### src/rtl/core/histmmm_pkg.sv
// Shared types and constants for the histogram mean, median and mode block.
package histmmm_pkg;

    localparam int MAX_ITEMS_DEF = 128;
    localparam int NUM_BINS_DEF  = 10;

    localparam int VALUE_W = 4;
    localparam int COUNT_W = 8;
    localparam int TOTAL_W = 11;

    typedef struct packed {
        logic [VALUE_W-1:0] response_value;
        logic               last_item;
    } hist_item_t;

    typedef struct packed {
        logic [TOTAL_W-1:0] sum_total;
        logic [COUNT_W-1:0] item_count;
        logic [VALUE_W-1:0] median_value;
        logic [VALUE_W-1:0] mode_value;
        logic [COUNT_W-1:0] mode_count;
        logic [VALUE_W-1:0] second_mode;
        logic               two_modes;
        logic               overflow;
    } hist_result_t;

    typedef enum logic [2:0] {
        ST_CLEAR,
        ST_RUN,
        ST_SCAN,
        ST_FLUSH,
        ST_DONE
    } hist_state_t;

endpackage

### src/rtl/core/histogram_mean_median_mode.sv
// Top level of the histogram mean, median and mode block.
//
// Usage:
// The item channel (item_valid, item_ready, item) carries one response value per
// transaction together with a last-item mark. Values are counted in a histogram held
// in a synchronous memory of NUM_BINS entries; one value is taken every cycle in the
// run state. The result channel (result_valid, result_ready, result) carries one
// transaction per batch, issued after the one that carries the last-item mark.
// After the last item the block scans the histogram once, one bin per cycle through
// the single memory read port, and clears each bin behind the scan. The result is
// loaded into the output register in the done state that follows the scan and flush
// states, and the item channel stays closed until that load. After reset the block
// sweeps every memory bin to zero before it raises item_ready. A stalled result
// waits in the output register while the next batch is taken; only the end of that
// batch waits for the register to be free. Values of NUM_BINS or more are ignored,
// and values beyond MAX_ITEMS are dropped and reported through the overflow field.
module histogram_mean_median_mode #(
    parameter int MAX_ITEMS = histmmm_pkg::MAX_ITEMS_DEF,
    parameter int NUM_BINS  = histmmm_pkg::NUM_BINS_DEF
) (
    input  logic                     clk,
    input  logic                     rst_n,
    input  logic                     item_valid,
    output logic                     item_ready,
    input  histmmm_pkg::hist_item_t   item,
    output logic                     result_valid,
    input  logic                     result_ready,
    output histmmm_pkg::hist_result_t result
);

    localparam int BIN_AW  = $clog2(NUM_BINS);
    localparam int COUNT_W = histmmm_pkg::COUNT_W;
    localparam int TOTAL_W = histmmm_pkg::TOTAL_W;
    localparam int VALUE_W = histmmm_pkg::VALUE_W;
    localparam logic [BIN_AW-1:0]  LAST_BIN  = BIN_AW'(NUM_BINS - 1);
    localparam logic [COUNT_W-1:0] MAX_COUNT = COUNT_W'(MAX_ITEMS);

    histmmm_pkg::hist_state_t state_reg, state_next;
    logic [BIN_AW-1:0]  idx_reg, idx_next;

    logic [COUNT_W-1:0] bin_mem [NUM_BINS];
    logic [COUNT_W-1:0] rdata_reg;

    logic               rd_en;
    logic [BIN_AW-1:0]  rd_addr;
    logic               rd_scan;
    logic               rd_end;

    logic               st_vld_reg;
    logic [BIN_AW-1:0]  st_addr_reg;
    logic               st_scan_reg;
    logic               st_end_reg;

    logic               wr_en;
    logic [BIN_AW-1:0]  wr_addr;
    logic [COUNT_W-1:0] wr_data;

    logic               lw_vld_reg;
    logic [BIN_AW-1:0]  lw_addr_reg;
    logic [COUNT_W-1:0] lw_data_reg;

    logic [COUNT_W-1:0] cur_count;

    logic [COUNT_W-1:0] count_reg;
    logic [TOTAL_W-1:0] total_reg;
    logic               drop_reg;

    logic [COUNT_W-1:0] cum_reg;
    logic               lo_found_reg;
    logic               hi_found_reg;
    logic [BIN_AW-1:0]  lo_val_reg;
    logic [BIN_AW-1:0]  hi_val_reg;
    logic [COUNT_W-1:0] largest_reg;
    logic [BIN_AW-1:0]  mode_reg;
    logic [BIN_AW-1:0]  second_reg;
    logic [COUNT_W-1:0] cnt_mode_reg;
    logic [COUNT_W-1:0] cnt_second_reg;

    logic               res_vld_reg;
    histmmm_pkg::hist_result_t res_reg;

    logic               item_acc;
    logic               in_range;
    logic               take_value;
    logic               res_load;
    logic               scan_proc;
    logic [COUNT_W-1:0] lo_pos;
    logic [COUNT_W-1:0] hi_pos;
    logic [COUNT_W-1:0] cum_base;
    logic [COUNT_W-1:0] cum_new;
    logic               lo_hit;
    logic               hi_hit;
    logic [TOTAL_W:0]   total_sum;
    logic [BIN_AW:0]    median_sum;

    assign item_acc   = item_valid && item_ready;
    assign in_range   = {1'b0, item.response_value} < (VALUE_W + 1)'(NUM_BINS);
    assign take_value = item_acc && in_range && (count_reg < MAX_COUNT);
    assign res_load   = (state_reg == histmmm_pkg::ST_DONE) && (!res_vld_reg || result_ready);
    assign scan_proc  = st_vld_reg && st_scan_reg;

    always_comb
    begin
        state_next = state_reg;
        idx_next   = idx_reg;
        item_ready = 1'b0;
        rd_en      = 1'b0;
        rd_addr    = '0;
        rd_scan    = 1'b0;
        rd_end     = 1'b0;
        case (state_reg)
            histmmm_pkg::ST_CLEAR:
            begin
                idx_next = idx_reg + 1'b1;
                if (idx_reg == LAST_BIN)
                begin
                    idx_next   = '0;
                    state_next = histmmm_pkg::ST_RUN;
                end
            end
            histmmm_pkg::ST_RUN:
            begin
                item_ready = 1'b1;
                if (take_value)
                begin
                    rd_en   = 1'b1;
                    rd_addr = item.response_value[BIN_AW-1:0];
                end
                if (item_acc && item.last_item)
                begin
                    idx_next   = '0;
                    state_next = histmmm_pkg::ST_SCAN;
                end
            end
            histmmm_pkg::ST_SCAN:
            begin
                rd_en    = 1'b1;
                rd_addr  = idx_reg;
                rd_scan  = 1'b1;
                rd_end   = (idx_reg == LAST_BIN);
                idx_next = idx_reg + 1'b1;
                if (idx_reg == LAST_BIN)
                begin
                    idx_next   = '0;
                    state_next = histmmm_pkg::ST_FLUSH;
                end
            end
            histmmm_pkg::ST_FLUSH:
            begin
                if (scan_proc && st_end_reg)
                begin
                    state_next = histmmm_pkg::ST_DONE;
                end
            end
            histmmm_pkg::ST_DONE:
            begin
                if (res_load)
                begin
                    state_next = histmmm_pkg::ST_RUN;
                end
            end
            default:
            begin
                state_next = histmmm_pkg::ST_CLEAR;
            end
        endcase
    end

    always_ff @(posedge clk or negedge rst_n)
    begin
        if (!rst_n)
        begin
            state_reg <= histmmm_pkg::ST_CLEAR;
            idx_reg   <= '0;
        end
        else
        begin
            state_reg <= state_next;
            idx_reg   <= idx_next;
        end
    end

    assign cur_count = (lw_vld_reg && (lw_addr_reg == st_addr_reg)) ? lw_data_reg : rdata_reg;

    always_comb
    begin
        wr_en   = 1'b0;
        wr_addr = st_addr_reg;
        wr_data = '0;
        if (state_reg == histmmm_pkg::ST_CLEAR)
        begin
            wr_en   = 1'b1;
            wr_addr = idx_reg;
        end
        else if (st_vld_reg)
        begin
            wr_en   = 1'b1;
            wr_data = st_scan_reg ? '0 : cur_count + 1'b1;
        end
    end

    always_ff @(posedge clk)
    begin
        if (rd_en)
        begin
            rdata_reg <= bin_mem[rd_addr];
        end
        if (wr_en)
        begin
            bin_mem[wr_addr] <= wr_data;
        end
    end

    always_ff @(posedge clk or negedge rst_n)
    begin
        if (!rst_n)
        begin
            st_vld_reg <= 1'b0;
            lw_vld_reg <= 1'b0;
        end
        else
        begin
            st_vld_reg <= rd_en;
            lw_vld_reg <= wr_en;
        end
    end

    always_ff @(posedge clk)
    begin
        st_addr_reg <= rd_addr;
        st_scan_reg <= rd_scan;
        st_end_reg  <= rd_end;
        lw_addr_reg <= wr_addr;
        lw_data_reg <= wr_data;
    end

    assign total_sum = {1'b0, total_reg} + (TOTAL_W + 1)'(item.response_value);

    always_ff @(posedge clk or negedge rst_n)
    begin
        if (!rst_n)
        begin
            count_reg <= '0;
            total_reg <= '0;
            drop_reg  <= 1'b0;
        end
        else if (res_load)
        begin
            count_reg <= '0;
            total_reg <= '0;
            drop_reg  <= 1'b0;
        end
        else if (take_value)
        begin
            count_reg <= count_reg + 1'b1;
            total_reg <= total_sum[TOTAL_W] ? '1 : total_sum[TOTAL_W-1:0];
        end
        else if (item_acc && in_range)
        begin
            drop_reg <= 1'b1;
        end
    end

    assign hi_pos   = count_reg >> 1;
    assign lo_pos   = (count_reg == '0) ? '0 : (count_reg - 1'b1) >> 1;
    assign cum_base = (st_addr_reg == '0) ? '0 : cum_reg;
    assign cum_new  = cum_base + cur_count;
    assign lo_hit   = ((st_addr_reg == '0) || !lo_found_reg) && (lo_pos < cum_new);
    assign hi_hit   = ((st_addr_reg == '0) || !hi_found_reg) && (hi_pos < cum_new);

    always_ff @(posedge clk)
    begin
        if (scan_proc)
        begin
            cum_reg <= cum_new;
            if (st_addr_reg == '0)
            begin
                lo_found_reg   <= lo_hit;
                hi_found_reg   <= hi_hit;
                lo_val_reg     <= '0;
                hi_val_reg     <= '0;
                largest_reg    <= '0;
                mode_reg       <= '0;
                second_reg     <= '0;
                cnt_mode_reg   <= cur_count;
                cnt_second_reg <= cur_count;
            end
            else
            begin
                if (lo_hit)
                begin
                    lo_found_reg <= 1'b1;
                    lo_val_reg   <= st_addr_reg;
                end
                if (hi_hit)
                begin
                    hi_found_reg <= 1'b1;
                    hi_val_reg   <= st_addr_reg;
                end
                if (cur_count > largest_reg)
                begin
                    largest_reg  <= cur_count;
                    mode_reg     <= st_addr_reg;
                    cnt_mode_reg <= cur_count;
                end
                else if (cur_count == largest_reg)
                begin
                    second_reg     <= st_addr_reg;
                    cnt_second_reg <= cur_count;
                end
            end
        end
    end

    assign median_sum = {1'b0, lo_val_reg} + {1'b0, hi_val_reg};

    always_ff @(posedge clk or negedge rst_n)
    begin
        if (!rst_n)
        begin
            res_vld_reg <= 1'b0;
        end
        else if (res_load)
        begin
            res_vld_reg <= 1'b1;
        end
        else if (result_ready)
        begin
            res_vld_reg <= 1'b0;
        end
    end

    always_ff @(posedge clk)
    begin
        if (res_load)
        begin
            res_reg.sum_total    <= total_reg;
            res_reg.item_count   <= count_reg;
            res_reg.median_value <= VALUE_W'(median_sum >> 1);
            res_reg.mode_value   <= VALUE_W'(mode_reg);
            res_reg.mode_count   <= largest_reg;
            res_reg.second_mode  <= VALUE_W'(second_reg);
            res_reg.two_modes    <= (cnt_second_reg == cnt_mode_reg);
            res_reg.overflow     <= drop_reg;
        end
    end

    assign result_valid = res_vld_reg;
    assign result       = res_reg;

    assert property (@(posedge clk) disable iff (!rst_n)
        (item_acc && item.last_item) |=> (state_reg == histmmm_pkg::ST_SCAN))
    else $error("scan did not start after the last item");

    assert property (@(posedge clk) disable iff (!rst_n)
        scan_proc |-> (state_reg == histmmm_pkg::ST_SCAN || state_reg == histmmm_pkg::ST_FLUSH))
    else $error("scan read completed outside the scan");

    assert property (@(posedge clk) disable iff (!rst_n)
        res_load |-> (count_reg <= MAX_COUNT) && (largest_reg <= count_reg))
    else $error("result counts exceed the batch size");

    assert property (@(posedge clk) disable iff (!rst_n)
        $rose(res_vld_reg) |-> (res_reg.median_value < VALUE_W'(NUM_BINS)
            || NUM_BINS == (1 << VALUE_W)))
    else $error("median outside the bin range");

endmodule

### config.mk
export PLATFORM = sky130hd
export DESIGN_NAME = histogram_mean_median_mode
export DESIGN_NICKNAME = d
export VERILOG_FILES = /design/src/rtl/core/histmmm_pkg.sv /design/src/rtl/core/histogram_mean_median_mode.sv
export SDC_FILE = /design/constraint.sdc
export NUM_CORES = 1
export LEC_CHECK = 0
export BUFFER_PORTS_ARGS = -buffer_cell sky130_fd_sc_hd__buf_2
export CORE_MARGIN = 2
export CORE_UTILIZATION = 50
export DETAILED_ROUTE_END_ITERATION = 10
export PLACE_DENSITY = 0.63
export SYNTH_ARGS = -nofsm -noshare
export SYNTH_HDL_FRONTEND = slang
export SYNTH_SLANG_ARGS = --single-unit
export TNS_END_PERCENT = 50
### constraint.sdc
create_clock -name clk -period 14.9 [get_ports clk]
set_clock_uncertainty 0.2 [all_clocks]
set_input_delay 2.98 -clock clk [delete_from_list [all_inputs] [get_ports clk]]
set_output_delay 2.98 -clock clk [all_outputs]
set_load 0.02 [all_outputs]
Word-level counts from Yosys, hierarchy flattened
Memories as Yosys holds them, arrays and structs flattened. A register that Yosys moved wholly into a read port is not among the register bits.
Cells that the tools add are included.
- reductions and logical operators: 35
- muxes and demuxes: 50
- equality and inequality tests: 15
- order comparisons: 5
- add/sub/neg operators: 7
- operators with widths (kind ; count):
    $mux W8 ; 12
    $mux W4 ; 9
    $mux W11 ; 3
    $add A8 B1 Y8 const B ; 2
    $eq A8 B8 Y1 ; 2
    $lt A7 B8 Y1 ; 2
    $mux W1 ; 16
    $pmux W4 S2 ; 2
    $reduce_bool A2 Y1 ; 8
    $mux W3 ; 5
    $pmux W3 S5 ; 1
    $add A11 B4 Y12 ; 1
    $ne A2 B2 Y1 const B ; 6
    $logic_and A1 B1 Y1 ; 10
    $reduce_and A2 Y1 ; 5
    $add A8 B8 Y8 ; 1
    $gt A8 B8 Y1 ; 1
    $logic_not A8 Y1 ; 1
    $lt A8 B8 Y1 const B ; 1
    $sub A8 B1 Y8 const B ; 1
    $mux W7 ; 1
    $eq A3 B2 Y1 const B ; 2
    $add A4 B4 Y5 ; 1
    $reduce_and A5 Y1 ; 1
    14 further kinds ; 18
- word-level logic and storage cells: 144
- bits in writable memories: 80
- memories kept: 1
- register bits: 139
- input port bits: 9
- memory list (memory ; words ; bits a word ; rd ports ; clocked after memory_dff ; wr ports ; line ; RTL):
    bin_mem ; 10 ; 8 ; 1 ; 1 ; 1 ; histogram_mean_median_mode.sv:41 ; logic [COUNT_W-1:0] bin_mem [NUM_BINS];

Logic depth before layout (Yosys ltp)
Gate-level depths: netlist of run 1.
- depth after elaboration: 8
- gate-level depth with buffers: 20

Worst setup path before layout of run 1
Ideal clock, no wire load.
- path kind: input -> register
- from: in result_ready
- to: reg res_reg (netlist bit result[0]), enable pin
- stages: 4
- path buffers: 1
- data arrival time: 4.615 ns
- setup slack: 9.664 ns
- setup time: 0.422 ns
- cell sequence: nand2b_1 -> nand3_1 -> inv_1 -> clkbuf_1
- cells in the longest elaborated chain, start to end: 2
- RTL lines (item ; line ; RTL):
    start: declaration ; histogram_mean_median_mode.sv:27 ; input logic result_ready,
    $logic_or A1 B1 Y1 ; histogram_mean_median_mode.sv:99 ; assign res_load = (state_reg == histmmm_pkg::ST_DONE) && (!res_vld_reg || result_ready);
    $logic_and A1 B1 Y1 ; histogram_mean_median_mode.sv:99 ;
    via res_load ; histogram_mean_median_mode.sv:85 ; logic res_load;
    end: declaration ; histogram_mean_median_mode.sv:80 ; histmmm_pkg::hist_result_t res_reg;
The timed path passes the listed nets, and every way through them passes these cells.
A chain may end at the register's enable or synchronous reset.

Worst setup path after layout of run 1
- from: reg st_addr_reg[1]
- to: reg lo_val_reg[3], enable pin
- cells in the longest elaborated chain, start to end: 8
- RTL lines (item ; line ; RTL):
    start: declaration ; histogram_mean_median_mode.sv:50 ; logic [BIN_AW-1:0] st_addr_reg;
    start signal: assignment ; histogram_mean_median_mode.sv:230 ; st_addr_reg <= rd_addr;
    $eq A4 B4 Y1 ; histogram_mean_median_mode.sv:183 ; assign cur_count = (lw_vld_reg && (lw_addr_reg == st_addr_reg)) ? lw_data_reg : rdata_reg;
    $logic_and A1 B1 Y1 ; histogram_mean_median_mode.sv:183 ;
    $mux W8 ; histogram_mean_median_mode.sv:183 ;
    via cur_count[0] ; histogram_mean_median_mode.sv:62 ; logic [COUNT_W-1:0] cur_count;
    $add A8 B8 Y8 ; histogram_mean_median_mode.sv:267 ; assign cum_new = cum_base + cur_count;
    $lt A7 B8 Y1 ; histogram_mean_median_mode.sv:268 ; assign lo_hit = ((st_addr_reg == '0) || !lo_found_reg) && (lo_pos < cum_new);
    $logic_and A1 B1 Y1 ; histogram_mean_median_mode.sv:268 ;
    $reduce_bool A2 Y1 (no source line) ; -- ;
    $reduce_and A2 Y1 (no source line) ; -- ;
    end signal: assignment ; histogram_mean_median_mode.sv:293 ; lo_val_reg <= st_addr_reg;
    end: declaration ; histogram_mean_median_mode.sv:71 ; logic [BIN_AW-1:0] lo_val_reg;
The timed path passes the listed nets, and every way through them passes these cells.

==> results of run 1 <==
## worst max path at each step
| stage | startpoint | end | cells past startpoint | slack [ns] |
|---|---|---|---|---|
| finish | st_addr_reg[1]$_DFF_P_ | lo_val_reg[3]$_SDFFCE_PP0P_ | 19 | 9.26 |
| detailed placement | item[2] | rdata_reg[5]$_DFFE_PP_ | 11 | 8.97 |
| global placement | item[2] | rdata_reg[2]$_DFFE_PP_ | 11 | 9.16 |
| floorplan | result_ready | result[0]$_DFFE_PP_ | 4 | 9.66 |
| global route | st_addr_reg[1]$_DFF_P_ | lo_val_reg[1]$_SDFFCE_PP0P_ | 19 | 8.73 |
| CTS | st_addr_reg[2]$_DFF_P_ | lo_val_reg[2]$_SDFFCE_PP0P_ | 19 | 9.20 |
## Yosys cell counts (all sizes together) (8+ instances only)
| cell type | instances | area [um^2] |
|---|---|---|
| edfxtp | 179 | 5380 |
| nand2 | 121 | 454 |
| nor2 | 58 | 233 |
| inv | 50 | 190 |
| xnor2 | 36 | 323 |
| ha | 35 | 438 |
| a21oi | 33 | 176 |
| nand3 | 32 | 165 |
| dfrtp | 30 | 751 |
| o21ai | 25 | 133 |
| and3 | 22 | 138 |
| a31oi | 19 | 119 |
| clkbuf | 18 | 67.6 |
| dfxtp | 18 | 360 |
| nor3 | 15 | 75.1 |
| buf | 12 | 63.8 |
| mux2i | 12 | 145 |
| xor2 | 11 | 96.3 |
| a311oi | 9 | 78.8 |
| nand2b | 8 | 50.1 |
## layout make-up
cell class	count	area share
flip-flops and latches	227	0.568
inverters	51	0.0170
clock buffers	26	0.0514
repair buffers	57	0.0263
multi-input cells	522	0.296
well taps	270	0.0296
clock inverters	15	0.0107
## kinds of logic after synthesis
group           after synthesis
compound gates              125
xor+xnor                     47
fa+ha+maj                    38
buf+inv                      82
flops                       227
mux                          15
simple gates                297
## layout by cell type (no fill, tap or decap), types with 10 or more instances in the layout
cell | netlist | final
nor2_1 | 54 | 54
inv_1 | 48 | 47
nand3_1 | 31 | 31
mux2i_1 | 10 | 10
buf_2 | 9 | 51
a31oi_1 | 19 | 18
dfxtp_1 | 18 | 18
a21oi_1 | 32 | 32
nand2_1 | 121 | 121
ha_1 | 35 | 35
nor3_1 | 15 | 15
edfxtp_1 | 179 | 179
clkbuf_16 | 0 | 23
xor2_1 | 11 | 11
xnor2_1 | 35 | 35
o21ai_0 | 22 | 22
dfrtp_1 | 30 | 30
and3_1 | 22 | 22
## where the power goes
part           total, mW  leakage [nW]  internal (mW)  switching [mW]
logic              0.957          1.92          0.366           0.592
registers          0.947          2.20          0.868          0.0796
clock network      0.547         0.348          0.316           0.230
## per-layer routing
| metal | routed length, um | part of all wire | up-vias |
|---|---|---|---|
| li1 | - | - | 3104 |
| met1 | 9060 | 0.45 | 3038 |
| met2 | 9370 | 0.47 | 178 |
| met3 | 1020 | 0.051 | 38 |
| met4 | 490 | 0.025 | 0 |
| met5 | 0 | 0 | - |
## per-stage QoR
stage,setup slack [ns],util,instance area [um^2],hold slack [ns]
after floorplan,9.66,-,10200,0.200
after global placement,9.16,0.532,10700,0.201
after detailed placement,8.97,0.532,10700,0.206
after CTS,9.20,0.568,11400,0.221
after global routing,8.73,0.568,11400,0.235
final,9.26,0.568,11400,0.220
==> impl_metrics.csv, run 1 <==
group,metric,value,unit
cts,clk_pin_slew,0.06,ns
worst_setup_path,required,14.85,ns
cts,postCtsResizedCells,0,
cells_and_area,multi_input_area,3380,um^2
power_and_ir_drop,p_total,2.45,mW
yosys,postSynthAreaPerCell,12.3,um^2
worst_setup_path,r2r-start,"st_addr_reg[1]$_DFF_P_",
sta,tightest_slew,1.27,ns
grt,grt_use_met2,0.296,
sta,drv_slew,0,
sta,max_freq,0.177,GHz
hold_path,min_path_type,"reg2reg",
sta,setup_viol,0,
sta,finalSetupTns,0,ns
worst_setup_path,r2r_end,"lo_val_reg[3]$_SDFFCE_PP0P_",
sta,period_needed,5.64,ns
hold_path,hold_path_end,"result[16]$_DFFE_PP_",
grt,grt-busiest-layer,"met2",
cts,clk_path_buf_depth,3,
grt,gr-total-overflow,0,
grt,antenna_found_initial,0,
cts,cts_tree,"built",
grt,grt_usage,0.186,
worst_setup_path,cp.buffers_inverters,1,
cells_and_area,layout.cells.non_filler,1168,
drt,wl,19900,um
cells_and_area,largest_reg_flops,80,
yosys,synthCells,831,
yosys,synth_adder_area_share,0.0479,
floorplanning,coreArea,20100,um^2
drt,first_pass_iters,7,
floorplanning,dieArea,21500,um^2
worst_setup_path,slowest_delay,0.56,ns
place,place_congestion,0.887,
power_and_ir_drop,peakVddDrop,108,uV
hold_path,min_from,"mode_reg[2]$_SDFFCE_PP0P_",
floorplanning,start_util,0.507,
drt,drc,0,
cts,clockRootBuffer,"clkbuf_16",
yosys,yosysSeqAreaShare,0.636,
outcome,status,"completed",
yosys,synthMuxAreaShare,0.0176,
cells_and_area,nNetsFinal,928,
sta,period_share,0.379,
flow_run,maxCapViolations,0,
cts,post_cts_buffers,0,
worst_setup_path,worstRegToRegCells,19,
yosys,synth_top_family_by_area,"simple AND/OR/NAND/NOR gates",
sta,rsz0062_at_grt,"false",
floorplanning,die-width,147,um
yosys,netlist_area,10200,um^2
place,place_inst,1127,
worst_setup_path,start_kind,"register",
worst_setup_path,crit_arrival,5.59,ns
grt,grt_use_met3,0.0314,
yosys,synthSimpleGateAreaFrac,0.141,
cells_and_area,seqCellArea,6490,um^2
grt,globalRouteMet1Util,0.261,
yosys,synth.distinct_cells,75,
grt,grt_max_degree,52,
worst_setup_path,r2r_slack,9.26,ns
place,dp_hpwl,13800,um
drt,vias,6358,
sta,slew_headroom,0.149,
cts,cts_buffers,23,
drt,via_per_inst,5.44,
drt,ant_nets,0,
yosys,ys_ff_latch,227,
floorplanning,die_y,147,um
grt,first_global_vias,6243,
floorplanning,rows,52,
cells_and_area,drive_gt1_frac,0.135,
worst_setup_path,cpMaxStageDelayCell,"dfxtp_1",
cts,cts.sinks,227,
floorplanning,io_pins,52,
yosys,synth_nets,877,
sta,hold_viol_final,0,
hold_path,holdPathStages,0,
grt,grt_first_pass_wirelength,32400,um
yosys,synth_edf_count,179,
yosys,synth_compound_area_frac,0.0837,
worst_setup_path,path_cells,"xnor2_1 > nand3_2 > nor2_4 > mux2i_1 > inv_1 > ha_1 > nor2_1 > a31oi_1 > o221a_2 > nor2_2 > o21ai_0 > a211o_1 > xnor2_1 > ha_1 > a211oi_1 > o21ai_0 > a31oi_1 > o31ai_1 > a21oi_1",
power_and_ir_drop,powerDensity,215,nW/um^2
drt,wire_per_inst,17.1,um
cts,htreeDepth,1,
cells_and_area,antenna_cells,0,
worst_setup_path,cp-end-kind,"register",
yosys,async_flop_share,0.132,
worst_setup_path,crit_type,"reg2reg",
place,port_buffers,51,
cts,clock_latency,0.52,ns
cts,postCtsHoldBufs,0,
cells_and_area,syn2layout_area_growth,12.0,%
cells_and_area,fillers,1671,
power_and_ir_drop,leakagePower,4.48,nW
drt,drtIter0Drc,474,
worst_setup_path,crit_family,"compound AO/OA/AOI/OAI gates",
yosys,synth_warnings,0,
yosys,synth_xor_area_frac,0.0411,
yosys,synth_flop_cell,"edfxtp_1",
worst_setup_path,crit_path_max_fanout,13,
No activity file was read; power rests on OpenSTA's default activity.
==> inputs of run 2 (changes only) <==
Clock period 14.9 ns to 5.6 ns, I/O delays scaled along.
==> run 2 against run 1 <==
Net effect:
- sequential power rose to 2.7 times the previous value
- critical path depth stayed put
- flip-flop and latch count stayed put
- first-iteration DRC count is 2.3% lower
- worst setup slack worse by 8.8 ns
- non-clock buffer count rose by 7
==> impl_metrics.csv, run 2 (same netlist as run 1, synthesis figures left out) <==
group,metric,value,unit
outcome,status,"completed",
floorplanning,coreArea,20100,um^2
place,dp_hpwl,14200,um
sta,max_freq,0.196,GHz
worst_setup_path,required,5.60,ns
place,place_inst,1134,
cells_and_area,layout.cells.non_filler,1176,
floorplanning,dieArea,21500,um^2
hold_path,min_path_type,"reg2reg",
cts,clk_pin_slew,0.06,ns
floorplanning,die_y,147,um
drt,drtIter0Drc,463,
sta,tightest_slew,1.07,ns
cts,clock_latency,0.52,ns
sta,rsz0062_at_grt,"false",
worst_setup_path,crit_type,"reg2reg",
sta,period_needed,5.09,ns
worst_setup_path,crit_path_max_fanout,8,
cells_and_area,largest_reg_flops,80,
worst_setup_path,cp-end-kind,"register",
worst_setup_path,crit_arrival,5.09,ns
place,place_congestion,0.846,
flow_run,maxCapViolations,0,
cells_and_area,antenna_cells,0,
sta,period_share,0.910,
cells_and_area,layout_commonest_cell,"edfxtp_1",
floorplanning,rows,52,
worst_setup_path,start_kind,"register",
power_and_ir_drop,powerDensity,581,nW/um^2
drt,wl,21200,um
cells_and_area,final_util,0.574,
drt,wire_per_inst,18.0,um
cts,cts_tree,"built",
sta,finalSetupTns,0,ns
sta,hold_viol_final,0,
floorplanning,io_pins,52,
place,place_ws,0.386,ns
drt,via_per_inst,5.49,
drt,drc,0,
cells_and_area,final_area,11500,um^2
sta,setup_viol,0,
drt,first_pass_iters,5,
drt,ant_nets,0,
cts,clk_path_buf_depth,3,
grt,grt_usage,0.201,
drt,vias,6461,
floorplanning,start_util,0.507,
place,port_buffers,51,
power_and_ir_drop,peakVddDrop,255,uV
cts,cts_buffers,23,
place,placed_cell_area,10800,um^2
grt,grt_max_degree,52,
cells_and_area,mostFrequentLayoutCells,"edfxtp_1 (179), nand2_1 (121), nor2_1 (54)",
sta,setup_slack,0.506,ns
cells_and_area,syn2layout_area_growth,13.2,%
cts,htreeDepth,1,
grt,antenna_found_initial,0,
power_and_ir_drop,p_total,6.71,mW
cells_and_area,nNetsFinal,935,
sta,hold_ws,0.217,ns
power_and_ir_drop,leakagePower,4.53,nW
floorplanning,die-width,147,um
sta,slew_headroom,0.284,
cells_and_area,drive_gt1_frac,0.152,
sta,drv_slew,0,
grt,grt_first_pass_wirelength,34300,um
cts,cts.sinks,227,
grt,first_global_vias,6508,
grt,gr-total-overflow,0,
cts,clockRootBuffer,"clkbuf_16",
[run 2: cell count changes in the layout (fill, tap and decap cells not counted), sizes merged]
cell	previous run	this run
clkinvlp	0	1
bufinv	2	3
buf	57	64
clkbuf	26	27
clkinv	13	11
[run 2: path summary, 6_finish.rpt]
check | slack [ns] | to | cells after the start | startpoint
hold / removal | 0.22 | result[3]$_DFFE_PP_ | 0 | second_reg[1]$_SDFFCE_PP0P_
setup / recovery | 0.51 | lo_val_reg[2]$_SDFFCE_PP0P_ | 19 | st_addr_reg[1]$_DFF_P_
max in group asynchronous | 4.27 | count_reg[3]$_DFFE_PN0P_ | 1 | rst_n
min in group asynchronous | 0.45 | total_reg[7]$_DFFE_PN0P_ | 1 | rst_n
hold reg to reg | 0.22 | result[3]$_DFFE_PP_ | 0 | second_reg[1]$_SDFFCE_PP0P_
setup reg to reg | 0.51 | lo_val_reg[2]$_SDFFCE_PP0P_ | 19 | st_addr_reg[1]$_DFF_P_
[run 2: cell type report]
type	instances	area (um^2)
clock buffers	27	601
fillers	1634	8570
well taps	270	338
multi-input cells	522	3410
inverters	51	194
clock inverters	15	159
flip-flops and latches	227	6490
repair buffers	64	353
[run 2: where the power goes]
group / switching [mW] / total (mW) / internal (mW)
clock network: 0.631 / 1.54 / 0.908
logic: 1.64 / 2.65 / 1.01
registers: 0.207 / 2.51 / 2.31
total: 2.48 / 6.71 / 4.23
[run 2: repair_timing]
action                     4_1_cts  5_1_grt
resized for setup                0        2
setup endpoints to repair        0       10
hold buffers                     0        0
buffers inserted                 0        0
hold endpoints to repair         0        0
[run 2: worst max-delay path: stages (launching register included)]
cell and delay (ns):
dfxtp_1 0.54, xnor2_1 0.18, nand3_2 0.19, nor2_4 0.17
mux2i_1 0.41, inv_1 0.20, ha_1 0.29, nor2_1 0.11
a31oi_1 0.05, o221a_2 0.29, o21ai_0 0.19, a21boi_0 0.11
a211o_1 0.32, xnor2_1 0.27, ha_1 0.29, a211oi_1 0.22
o21ai_0 0.13, a31oi_1 0.22, o31ai_1 0.12, a21oi_2 0.28
[run 2: per-layer routing]
metal / wire, um / share of wire / GRT usage / up-vias
li1: - / - / - / 3114
met1: 9400 / 0.44 / 0.270 / 3167
met2: 10300 / 0.48 / 0.334 / 138
met3: 926 / 0.044 / 0.0295 / 42
met4: 597 / 0.028 / 0.0757 / 0
met5: 0 / 0 / 0 / -
